==> config.mk <==
export PLATFORM = sky130hd
export DESIGN_NAME = named_message_mailbox_core
export DESIGN_NICKNAME = d
export VERILOG_FILES = /design/src/rtl/core/nmm_pkg.sv /design/src/rtl/core/nmm_ram.sv /design/src/rtl/core/nmm_dpath.sv /design/src/rtl/core/nmm_ctrl.sv /design/src/rtl/core/named_message_mailbox_core.sv
export SDC_FILE = /design/constraint.sdc
export NUM_CORES = 2
export LEC_CHECK = 0
export BUFFER_PORTS_ARGS = -buffer_cell sky130_fd_sc_hd__buf_2
export CORE_MARGIN = 4
export CORE_UTILIZATION = 35
export DETAILED_ROUTE_END_ITERATION = 6
export PLACE_DENSITY = 0.52
export REMOVE_ABC_BUFFERS = 1
export SYNTH_ARGS = -nofsm -noshare
export SYNTH_HDL_FRONTEND = slang
export SYNTH_SLANG_ARGS = --single-unit
==> constraint.sdc <==
create_clock -name i_clk -period 10.85 [get_ports i_clk]
set_clock_uncertainty 0.1 [all_clocks]
set_input_delay 0.5425 -clock i_clk [delete_from_list [all_inputs] [get_ports i_clk]]
set_output_delay 0.5425 -clock i_clk [all_outputs]
set_load 0.05 [all_outputs]
==> src/rtl/core/nmm_pkg.sv <==
`default_nettype none

package nmm_pkg;

    localparam int SLOTS_DEF   = 16;
    localparam int THREADS_DEF = 8;
    localparam int WORD_W      = 32;
    localparam int MSG_W       = 4 * WORD_W;

    // operation codes
    localparam logic [2:0] FN_REG   = 3'd0;
    localparam logic [2:0] FN_UNREG = 3'd1;
    localparam logic [2:0] FN_SEND  = 3'd2;
    localparam logic [2:0] FN_RECV  = 3'd3;
    localparam logic [2:0] FN_CHECK = 3'd4;

    // result status codes
    localparam logic [1:0] ST_OK    = 2'd0;
    localparam logic [1:0] ST_NREG  = 2'd1;
    localparam logic [1:0] ST_FULL  = 2'd2;
    localparam logic [1:0] ST_EMPTY = 2'd3;

    // result builder selects
    localparam logic [2:0] RES_OK    = 3'd0;
    localparam logic [2:0] RES_NREG  = 3'd1;
    localparam logic [2:0] RES_FULL  = 3'd2;
    localparam logic [2:0] RES_EMPTY = 3'd3;
    localparam logic [2:0] RES_MSG   = 3'd4;
    localparam logic [2:0] RES_PEND  = 3'd5;

    // scan targets
    localparam logic TGT_NAMES = 1'b0;
    localparam logic TGT_SLOTS = 1'b1;

    typedef struct packed {
        logic [2:0]        func;
        logic [2:0]        thread_id;
        logic [WORD_W-1:0] thread_name;
        logic [WORD_W-1:0] msg_source;
        logic [WORD_W-1:0] msg_destination;
        logic [WORD_W-1:0] msg_data;
        logic [WORD_W-1:0] msg_size;
    } t_in;

    typedef struct packed {
        logic [1:0]        status;
        logic [WORD_W-1:0] got_source;
        logic [WORD_W-1:0] got_destination;
        logic [WORD_W-1:0] got_data;
        logic [WORD_W-1:0] got_size;
        logic              pending;
    } t_out;

    typedef struct packed {
        logic       req_load;
        logic       name_wr;
        logic       name_clr;
        logic       name_rd;
        logic       mine_load;
        logic       scan_clr;
        logic       scan_tgt;
        logic       scan_step;
        logic       slot_wr;
        logic       slot_clr;
        logic       res_set;
        logic [2:0] res_kind;
        logic       out_load;
    } t_cmd;

    typedef struct packed {
        logic [2:0] func;
        logic       tid_ok;
        logic       name_set;
        logic       dst_zero;
        logic       mine_zero;
        logic       hit;
        logic       free_hit;
        logic       scan_done;
    } t_sts;

endpackage

`default_nettype wire

==> src/rtl/core/nmm_ram.sv <==
`default_nettype none

module nmm_ram #(
    parameter int WIDTH = 32,
    parameter int DEPTH = 16,
    localparam int AW = (DEPTH > 1) ? $clog2(DEPTH) : 1
) (
    input  logic             i_clk,
    input  logic             i_we,
    input  logic [AW-1:0]    i_waddr,
    input  logic [WIDTH-1:0] i_wdata,
    input  logic             i_re,
    input  logic [AW-1:0]    i_raddr,
    output logic [WIDTH-1:0] o_rdata
);

    logic [WIDTH-1:0] r_mem [DEPTH];
    logic [WIDTH-1:0] r_rdata;

    always_ff @(posedge i_clk) begin
        if (i_we) begin
            r_mem[i_waddr] <= i_wdata;
        end
        if (i_re) begin
            r_rdata <= r_mem[i_raddr];
        end
    end

    assign o_rdata = r_rdata;

endmodule

`default_nettype wire

==> src/rtl/core/nmm_dpath.sv <==
`default_nettype none

module nmm_dpath #(
    parameter int SLOTS   = nmm_pkg::SLOTS_DEF,
    parameter int THREADS = nmm_pkg::THREADS_DEF
) (
    input  logic          i_clk,
    input  logic          i_rst_n,
    input  nmm_pkg::t_in  i_in,
    input  nmm_pkg::t_cmd i_cmd,
    output nmm_pkg::t_sts o_sts,
    output nmm_pkg::t_out o_out
);

    import nmm_pkg::*;

    localparam int TAW  = (THREADS > 1) ? $clog2(THREADS) : 1;
    localparam int SAW  = (SLOTS > 1) ? $clog2(SLOTS) : 1;
    localparam int MAXN = (SLOTS > THREADS) ? SLOTS : THREADS;
    localparam int CW   = $clog2(MAXN + 1);
    localparam logic [CW-1:0] T_LIM = CW'(THREADS);
    localparam logic [CW-1:0] S_LIM = CW'(SLOTS);

    t_in                r_req;
    t_out               r_res;
    t_out               r_out;
    t_out               n_res;
    logic [THREADS-1:0] r_name_vld;
    logic [SLOTS-1:0]   r_slot_vld;
    logic [CW-1:0]      r_idx;
    logic [CW-1:0]      r_rd_idx;
    logic               r_rd_vld;
    logic               r_tgt;
    logic [WORD_W-1:0]  r_mine;

    logic [TAW-1:0]     w_tid_a;
    logic               w_tid_ok;
    logic [CW-1:0]      w_lim;
    logic               w_at_end;
    logic               w_name_re;
    logic [TAW-1:0]     w_name_raddr;
    logic [WORD_W-1:0]  w_name_rdata;
    logic               w_slot_re;
    logic [MSG_W-1:0]   w_slot_wdata;
    logic [MSG_W-1:0]   w_slot_rdata;
    logic [WORD_W-1:0]  w_s_src;
    logic [WORD_W-1:0]  w_s_dst;
    logic [WORD_W-1:0]  w_s_dat;
    logic [WORD_W-1:0]  w_s_sz;
    logic               w_name_hit;
    logic               w_slot_hit;

    assign w_tid_a  = TAW'(r_req.thread_id);
    assign w_tid_ok = {29'd0, r_req.thread_id} < 32'(THREADS);
    assign w_lim    = (r_tgt == TGT_SLOTS) ? S_LIM : T_LIM;
    assign w_at_end = (r_idx == w_lim);

    assign w_name_re    = i_cmd.name_rd
                        || (i_cmd.scan_step && (r_tgt == TGT_NAMES) && !w_at_end);
    assign w_name_raddr = i_cmd.name_rd ? w_tid_a : r_idx[TAW-1:0];

    nmm_ram #(
        .WIDTH (WORD_W),
        .DEPTH (THREADS)
    ) u_name_ram (
        .i_clk   (i_clk),
        .i_we    (i_cmd.name_wr),
        .i_waddr (w_tid_a),
        .i_wdata (r_req.thread_name),
        .i_re    (w_name_re),
        .i_raddr (w_name_raddr),
        .o_rdata (w_name_rdata)
    );

    assign w_slot_re    = i_cmd.scan_step && (r_tgt == TGT_SLOTS) && !w_at_end;
    assign w_slot_wdata = {r_req.msg_source, r_req.msg_destination,
                           r_req.msg_data, r_req.msg_size};

    nmm_ram #(
        .WIDTH (MSG_W),
        .DEPTH (SLOTS)
    ) u_slot_ram (
        .i_clk   (i_clk),
        .i_we    (i_cmd.slot_wr),
        .i_waddr (r_idx[SAW-1:0]),
        .i_wdata (w_slot_wdata),
        .i_re    (w_slot_re),
        .i_raddr (r_idx[SAW-1:0]),
        .o_rdata (w_slot_rdata)
    );

    assign w_s_src = w_slot_rdata[4*WORD_W-1:3*WORD_W];
    assign w_s_dst = w_slot_rdata[3*WORD_W-1:2*WORD_W];
    assign w_s_dat = w_slot_rdata[2*WORD_W-1:WORD_W];
    assign w_s_sz  = w_slot_rdata[WORD_W-1:0];

    // RAM read data is registered along with r_rd_idx; compare against r_rd_idx, not r_idx
    assign w_name_hit = r_rd_vld && (r_tgt == TGT_NAMES)
                      && r_name_vld[r_rd_idx[TAW-1:0]]
                      && (w_name_rdata == r_req.msg_destination);
    assign w_slot_hit = r_rd_vld && (r_tgt == TGT_SLOTS)
                      && r_slot_vld[r_rd_idx[SAW-1:0]]
                      && (w_s_dst == r_mine);

    always_comb begin
        o_sts           = '0;
        o_sts.func      = r_req.func;
        o_sts.tid_ok    = w_tid_ok;
        o_sts.name_set  = w_tid_ok && r_name_vld[w_tid_a];
        o_sts.dst_zero  = (r_req.msg_destination == '0);
        o_sts.mine_zero = (w_name_rdata == '0);
        o_sts.hit       = w_name_hit || w_slot_hit;
        o_sts.free_hit  = (r_tgt == TGT_SLOTS) && !w_at_end
                        && !r_slot_vld[r_idx[SAW-1:0]];
        o_sts.scan_done = w_at_end;
    end

    always_comb begin
        n_res = '0;
        case (i_cmd.res_kind)
            RES_OK: begin
                n_res.status = ST_OK;
            end
            RES_NREG: begin
                n_res.status = ST_NREG;
            end
            RES_FULL: begin
                n_res.status = ST_FULL;
            end
            RES_EMPTY: begin
                n_res.status = ST_EMPTY;
            end
            RES_MSG: begin
                n_res.status          = ST_OK;
                n_res.got_source      = w_s_src;
                n_res.got_destination = w_s_dst;
                n_res.got_data        = w_s_dat;
                n_res.got_size        = w_s_sz;
            end
            RES_PEND: begin
                n_res.status  = ST_OK;
                n_res.pending = 1'b1;
            end
            default: begin
                n_res.status = ST_OK;
            end
        endcase
    end

    always_ff @(posedge i_clk) begin
        if (!i_rst_n) begin
            r_name_vld <= '0;
            r_slot_vld <= '0;
            r_rd_vld   <= 1'b0;
        end else begin
            if (i_cmd.name_wr) begin
                r_name_vld[w_tid_a] <= 1'b1;
            end
            if (i_cmd.name_clr) begin
                r_name_vld[w_tid_a] <= 1'b0;
            end
            if (i_cmd.slot_wr) begin
                r_slot_vld[r_idx[SAW-1:0]] <= 1'b1;
            end
            if (i_cmd.slot_clr) begin
                r_slot_vld[r_rd_idx[SAW-1:0]] <= 1'b0;
            end
            if (i_cmd.scan_clr) begin
                r_rd_vld <= 1'b0;
            end else if (i_cmd.scan_step) begin
                r_rd_vld <= !w_at_end;
            end else begin
                r_rd_vld <= 1'b0;
            end
        end
    end

    always_ff @(posedge i_clk) begin
        if (i_cmd.req_load) begin
            r_req <= i_in;
        end
        if (i_cmd.scan_clr) begin
            r_idx <= '0;
            r_tgt <= i_cmd.scan_tgt;
        end else if (i_cmd.scan_step && !w_at_end) begin
            r_idx    <= r_idx + CW'(1);
            r_rd_idx <= r_idx;
        end
        if (i_cmd.mine_load) begin
            r_mine <= w_name_rdata;
        end
        if (i_cmd.res_set) begin
            r_res <= n_res;
        end
        if (i_cmd.out_load) begin
            r_out <= r_res;
        end
    end

    assign o_out = r_out;

    a_slot_wr_free: assert property (@(posedge i_clk) disable iff (!i_rst_n)
        i_cmd.slot_wr |-> (!w_at_end && !r_slot_vld[r_idx[SAW-1:0]]))
        else $error("slot write to an occupied slot");

    a_name_wr_tid: assert property (@(posedge i_clk) disable iff (!i_rst_n)
        (i_cmd.name_wr || i_cmd.name_clr) |-> w_tid_ok)
        else $error("name table update with thread index out of range");

    a_slot_freed: assert property (@(posedge i_clk) disable iff (!i_rst_n)
        (i_cmd.slot_clr && !i_cmd.slot_wr) |=> !r_slot_vld[$past(r_rd_idx[SAW-1:0])])
        else $error("received slot still marked valid");

endmodule

`default_nettype wire

==> src/rtl/core/nmm_ctrl.sv <==
`default_nettype none

module nmm_ctrl (
    input  logic          i_clk,
    input  logic          i_rst_n,
    input  logic          i_in_valid,
    output logic          o_in_stall,
    output logic          o_out_valid,
    input  logic          i_out_stall,
    input  nmm_pkg::t_sts i_sts,
    output nmm_pkg::t_cmd o_cmd
);

    import nmm_pkg::*;

    localparam logic [2:0] S_IDLE   = 3'd0;
    localparam logic [2:0] S_DECODE = 3'd1;
    localparam logic [2:0] S_TSCAN  = 3'd2;
    localparam logic [2:0] S_FREE   = 3'd3;
    localparam logic [2:0] S_MINE   = 3'd4;
    localparam logic [2:0] S_SSCAN  = 3'd5;
    localparam logic [2:0] S_DONE   = 3'd6;

    logic [2:0] r_state;
    logic [2:0] n_state;
    logic       r_out_vld;
    logic       w_is_recv;
    logic       w_out_free;

    assign w_is_recv  = (i_sts.func == FN_RECV);
    assign w_out_free = !r_out_vld || !i_out_stall;
    assign o_in_stall = (r_state != S_IDLE);

    always_comb begin
        n_state = r_state;
        o_cmd   = '0;
        case (r_state)
            S_IDLE: begin
                if (i_in_valid) begin
                    o_cmd.req_load = 1'b1;
                    n_state        = S_DECODE;
                end
            end
            S_DECODE: begin
                o_cmd.res_kind = RES_OK;
                case (i_sts.func)
                    FN_REG: begin
                        o_cmd.name_wr = i_sts.tid_ok;
                        o_cmd.res_set = 1'b1;
                        n_state       = S_DONE;
                    end
                    FN_UNREG: begin
                        o_cmd.name_clr = i_sts.tid_ok;
                        o_cmd.res_set  = 1'b1;
                        n_state        = S_DONE;
                    end
                    FN_SEND: begin
                        if (i_sts.dst_zero) begin
                            o_cmd.res_set  = 1'b1;
                            o_cmd.res_kind = RES_NREG;
                            n_state        = S_DONE;
                        end else begin
                            o_cmd.scan_clr = 1'b1;
                            o_cmd.scan_tgt = TGT_NAMES;
                            n_state        = S_TSCAN;
                        end
                    end
                    FN_RECV, FN_CHECK: begin
                        if (!i_sts.name_set) begin
                            o_cmd.res_set  = 1'b1;
                            o_cmd.res_kind = w_is_recv ? RES_EMPTY : RES_OK;
                            n_state        = S_DONE;
                        end else begin
                            o_cmd.name_rd = 1'b1;
                            n_state       = S_MINE;
                        end
                    end
                    default: begin
                        o_cmd.res_set = 1'b1;
                        n_state       = S_DONE;
                    end
                endcase
            end
            S_TSCAN: begin
                if (i_sts.hit) begin
                    o_cmd.scan_clr = 1'b1;
                    o_cmd.scan_tgt = TGT_SLOTS;
                    n_state        = S_FREE;
                end else if (i_sts.scan_done) begin
                    o_cmd.res_set  = 1'b1;
                    o_cmd.res_kind = RES_NREG;
                    n_state        = S_DONE;
                end else begin
                    o_cmd.scan_step = 1'b1;
                end
            end
            S_FREE: begin
                if (i_sts.free_hit) begin
                    o_cmd.slot_wr  = 1'b1;
                    o_cmd.res_set  = 1'b1;
                    o_cmd.res_kind = RES_OK;
                    n_state        = S_DONE;
                end else if (i_sts.scan_done) begin
                    o_cmd.res_set  = 1'b1;
                    o_cmd.res_kind = RES_FULL;
                    n_state        = S_DONE;
                end else begin
                    o_cmd.scan_step = 1'b1;
                end
            end
            S_MINE: begin
                // a registered zero name counts as no name
                if (i_sts.mine_zero) begin
                    o_cmd.res_set  = 1'b1;
                    o_cmd.res_kind = w_is_recv ? RES_EMPTY : RES_OK;
                    n_state        = S_DONE;
                end else begin
                    o_cmd.mine_load = 1'b1;
                    o_cmd.scan_clr  = 1'b1;
                    o_cmd.scan_tgt  = TGT_SLOTS;
                    n_state         = S_SSCAN;
                end
            end
            S_SSCAN: begin
                if (i_sts.hit) begin
                    o_cmd.res_set  = 1'b1;
                    o_cmd.res_kind = w_is_recv ? RES_MSG : RES_PEND;
                    o_cmd.slot_clr = w_is_recv;
                    n_state        = S_DONE;
                end else if (i_sts.scan_done) begin
                    o_cmd.res_set  = 1'b1;
                    o_cmd.res_kind = w_is_recv ? RES_EMPTY : RES_OK;
                    n_state        = S_DONE;
                end else begin
                    o_cmd.scan_step = 1'b1;
                end
            end
            S_DONE: begin
                // hold until the output register frees up
                if (w_out_free) begin
                    o_cmd.out_load = 1'b1;
                    n_state        = S_IDLE;
                end
            end
            default: begin
                n_state = S_IDLE;
            end
        endcase
    end

    always_ff @(posedge i_clk) begin
        if (!i_rst_n) begin
            r_state   <= S_IDLE;
            r_out_vld <= 1'b0;
        end else begin
            r_state <= n_state;
            if (o_cmd.out_load) begin
                r_out_vld <= 1'b1;
            end else if (r_out_vld && !i_out_stall) begin
                r_out_vld <= 1'b0;
            end
        end
    end

    assign o_out_valid = r_out_vld;

    a_accept_decode: assert property (@(posedge i_clk) disable iff (!i_rst_n)
        (r_state == S_IDLE && i_in_valid) |=> (r_state == S_DECODE))
        else $error("accepted transfer not decoded");

    a_done_load: assert property (@(posedge i_clk) disable iff (!i_rst_n)
        (r_state == S_DONE && w_out_free) |=> (r_state == S_IDLE && r_out_vld))
        else $error("finished result not moved to output register");

    a_scan_stop: assert property (@(posedge i_clk) disable iff (!i_rst_n)
        (r_state == S_SSCAN && i_sts.hit) |=> (r_state == S_DONE))
        else $error("slot scan ran past the first match");

endmodule

`default_nettype wire

==> src/rtl/core/named_message_mailbox_core.sv <==
// Register, unregister and unused codes go from decode straight to done; send scans the name
// table, then the slot table for a free slot; receive and check fetch the caller's name and
// then scan the slot table. One operation at a time; the name scan and the slot scan, one entry
// per cycle through the single read port of each table RAM, set the rate.
// A new transfer is taken while the previous result waits in the output register.
// Synchronous active-low reset clears the name and slot valid bits; RAM contents are kept.
`default_nettype none

module named_message_mailbox_core #(
    parameter int SLOTS   = nmm_pkg::SLOTS_DEF,
    parameter int THREADS = nmm_pkg::THREADS_DEF
) (
    input  logic          i_clk,
    input  logic          i_rst_n,
    input  logic          i_in_valid,
    output logic          o_in_stall,
    input  nmm_pkg::t_in  i_in,
    output logic          o_out_valid,
    input  logic          i_out_stall,
    output nmm_pkg::t_out o_out
);

    import nmm_pkg::*;

    t_cmd w_cmd;
    t_sts w_sts;

    nmm_ctrl u_ctrl (
        .i_clk       (i_clk),
        .i_rst_n     (i_rst_n),
        .i_in_valid  (i_in_valid),
        .o_in_stall  (o_in_stall),
        .o_out_valid (o_out_valid),
        .i_out_stall (i_out_stall),
        .i_sts       (w_sts),
        .o_cmd       (w_cmd)
    );

    nmm_dpath #(
        .SLOTS   (SLOTS),
        .THREADS (THREADS)
    ) u_dpath (
        .i_clk   (i_clk),
        .i_rst_n (i_rst_n),
        .i_in    (i_in),
        .i_cmd   (w_cmd),
        .o_sts   (w_sts),
        .o_out   (o_out)
    );

endmodule

`default_nettype wire
==> flow_summary.json <==
{
  "yosysMostFrequentCell": "edfxtp_1",
  "status": "finished, final reports clean",
  "startpoint_type": "flop",
  "r2r_start": "u_dpath.r_idx[0]$_SDFFE_PP0P_",
  "crit_path_end_kind": "flop",
  "rows": 205,
  "leakagePower_nw": 39.9,
  "cap_viol_max_count": 0,
  "synthDistinctLibCells": 60,
  "cts_made_buffers": 318,
  "synth_area_sq_um": 109000,
  "die-area_sq_um": 322000,
  "dr.pass1.iters": 5,
  "cts_max_path_buffers": 4,
  "setup_viol": 0,
  "post_cts_buffers": 0,
  "hold_class": "input pin to flop",
  "avgSynthCellArea_sq_um": 23.6,
  "grt_antenna_before_repair": 29,
  "grt_max_degree": 141,
  "synth.area.top_cells": "edfxtp_1 80%, mux4_2 13%, a211oi_1 0.90%",
  "slew-limit-headroom": 0.140,
  "clkTransAtPathRegs_ns": 0.06,
  "endpoint": "u_dpath.u_slot_ram.r_mem[14][85]$_DFFE_PP_",
  "netlist.area_leader.share": 0.803,
  "start_util": 0.351,
  "cts-resized-gates": 0,
  "io_pins": 303,
  "grt_pass1_vias": 53000,
  "cellPowerDensity_nw_per_um2": 241,
  "hold_violations": 0,
  "grt_pass1_wl_mm": 396,
  "wirelength_mm": 280,
  "slew_violations": 0,
  "syn_to_final_growth_pct": 17.3,
  "globalplace.congestion": 0.822,
  "track_usage": 0.170,
  "grt_overflow": 0,
  "top_usage_layer": "met2",
  "ir_drop_v": 0.000260,
  "synth_flop_cell": "edfxtp_1",
  "cts_tree": "yes",
  "min_period_ns": 5.60,
  "drt_iter0_drc": 5371,
  "htreeDepth": 5,
  "grt_use_met2": 0.273,
  "fp.dieW_um": 567,
  "drc_errors": 0,
  "final_net_count": 5478,
  "die-height_um": 567,
  "fmax_mhz": 178,
  "critPathArrivalTime_ns": 6.00,
  "clkSinkCount": 2963,
  "worstSetupPathType": "flop to flop",
  "grt_use_met1": 0.241,
  "synth_edf_count": 2929,
  "fin_tns_setup_ns": 0,
  "portBuffers": 302,
  "detail-route-antenna-nets": 0,
  "required_ns": 11.25,
  "startpoint": "u_dpath.r_idx[0]$_SDFFE_PP0P_",
  "rsz0062_at_grt": "no",
  "syn_inst": 4643,
  "dp_hpwl_mm": 142,
  "async_reset_ff_frac": 0,
  "ctsRootBufferMaster": "clkbuf_16",
  "dp_cells": 8956,
  "r2r_setup_slack_ns": 5.25,
  "synth_seq_cells": 2963,
  "ys_seq_area_frac": 0.810,
  "drive_gt1_frac": 0.278,
  "use_met3": 0.0265,
  "yosys_warnings": 0,
  "yosysTopAreaCell": "edfxtp_1",
  "cp_max_fo": 52,
  "reg2reg_depth": 7,
  "core_sq_um": 312000,
  "route.vias.total": 50600,
  "synth_commonest_cells": "2929 x edfxtp_1, 650 x mux4_2, 151 x clkbuf_1, 131 x a211oi_1, 131 x and3_1",
  "final_cells": 9697,
  "viasPerCell": 5.22,
  "wl_per_cell_um": 28.8,
  "min_period_over_period": 0.516,
  "worst_pin_slew_ns": 1.28,
  "clk_latency_ns": 0.89,
  "r2r-end": "u_dpath.u_slot_ram.r_mem[14][85]$_DFFE_PP_"
}
==> how the worst min path moves through the flow <==
stage | start | to | slack [ns] | cells past startpoint
6_report | i_in_valid | u_ctrl.r_state[0]$_SDFFE_PN0P_ | 0.12 | 4
5_1_grt | i_in_valid | u_ctrl.r_state[0]$_SDFFE_PN0P_ | 0.12 | 4
4_1_cts | i_in_valid | u_ctrl.r_state[0]$_SDFFE_PN0P_ | 0.03 | 4
3_5_place_dp | u_dpath.r_res[47]$_SDFFCE_PP0P_ | u_dpath.o_out[47]$_DFFE_PP_ | 0.30 | 0
3_3_place_gp | u_dpath.r_res[84]$_SDFFCE_PP0P_ | u_dpath.o_out[84]$_DFFE_PP_ | 0.30 | 0
2_1_floorplan | u_dpath.r_res[0]$_DFFE_PP_ | u_dpath.o_out[0]$_DFFE_PP_ | 0.30 | 0
==> metal layers <==
metal  up-vias  share of wire
met4         2          0.029
met1     27300           0.43
met2      1762           0.48
met5         -       0.000057
li1      21100              -
met3       442          0.059
==> logic make-up after synthesis <==
kind of cell | count (synthesis) | share of synthesized area
fa+ha+maj | 4 | 0.000457
simple gates | 487 | 0.0267
compound gates | 213 | 0.0139
mux | 667 | 0.135
xor+xnor | 64 | 0.00512
buf+inv | 245 | 0.00879
flops | 2963 | 0.810
==> state kept, by name (all words and copies together) (netlist names) <==
signal	cells
u_dpath.u_slot_ram.r_mem	2048
u_dpath.u_name_ram.r_mem	256
u_dpath.r_req	160
u_dpath.o_out	131
u_dpath.r_res	131
u_dpath.u_slot_ram.o_rdata	128
u_dpath.r_mine	32
u_dpath.u_name_ram.o_rdata	32
u_dpath.r_slot_vld	16
u_dpath.r_name_vld	8
u_dpath.r_idx	5
u_dpath.r_rd_idx	4
u_ctrl.r_state	3
u_dpath.o_sts	3
u_dpath.w_tid_a	3
u_ctrl.o_out_valid	1
u_dpath.r_rd_vld	1
u_dpath.r_tgt	1
==> placed cells by master (no fill, tap or decap), types with 6 or more instances in the layout <==
cell type	synthesis	layout
clkinv_16	0	8
clkbuf_1	151	67
nor2_1	46	27
nand4_1	14	14
edfxtp_1	2929	2929
clkinv_2	0	50
dlygate4sd3_1	0	168
nor4_1	76	75
and3_1	131	131
buf_12	0	18
mux4_2	650	650
clkinv_1	0	71
o21ai_0	25	25
clkbuf_16	0	323
nand2b_1	6	6
a211oi_1	131	131
nand2_1	22	21
o211ai_1	6	6
nor2_4	0	19
bufinv_16	0	25
nor2b_1	10	9
buf_2	28	302
nor3_1	21	14
buf_4	0	87
a21oi_1	23	22
mux2i_1	10	8
nand3_1	7	7
diode_2	0	6
nor3_2	2	9
dfxtp_1	34	30
xor2_1	62	62
inv_1	11	11
and2_1	129	129
==> per-stage QoR <==
step	total power [mW]	area [sq um]	util	setup WS, ns	hold WS (ns)
after floorplan	20.1	109000	-	-40.70	0.300
after global placement	20.6	117000	0.374	5.17	0.300
after detailed placement	20.7	117000	0.374	5.18	0.305
after CTS	31.4	128000	0.412	5.17	0.0281
after global routing	32.2	128000	0.412	4.98	0.119
final	30.9	128000	0.412	5.25	0.122
==> critical path: stages, from the launching register on <==
cell,delay (ns)
dfxtp_4,0.93
mux4_2,0.60
mux2_2,0.31
o22ai_1,0.51
nand3_1,0.45
nor2_4,0.98
buf_12,0.49
buf_4,0.73
==> repair_timing <==
action                                 in CTS  in global routing
endpoints found under the hold margin     185                  0
setup endpoints to repair                   0                  0
hold buffers                              168                  0
==> where the power goes <==
group	total, mW	switching [mW]	internal [mW]
Combinational	5.21	2.85	2.36
Clock	10.6	4.46	6.10
Sequential	15.2	1.01	14.2
Total	30.9	8.32	22.6
==> layout make-up <==
class | count | area, sq um
fillers | 27100 | 183000
flip-flops and latches | 2963 | 88700
multi-input cells | 1435 | 20100
clock buffers | 390 | 8330
well taps | 4140 | 5180
repair buffers | 575 | 4210
clock inverters | 177 | 1800
inverters | 11 | 41.3
diodes | 6 | 15.0
(Power assumes the default switching activity.)
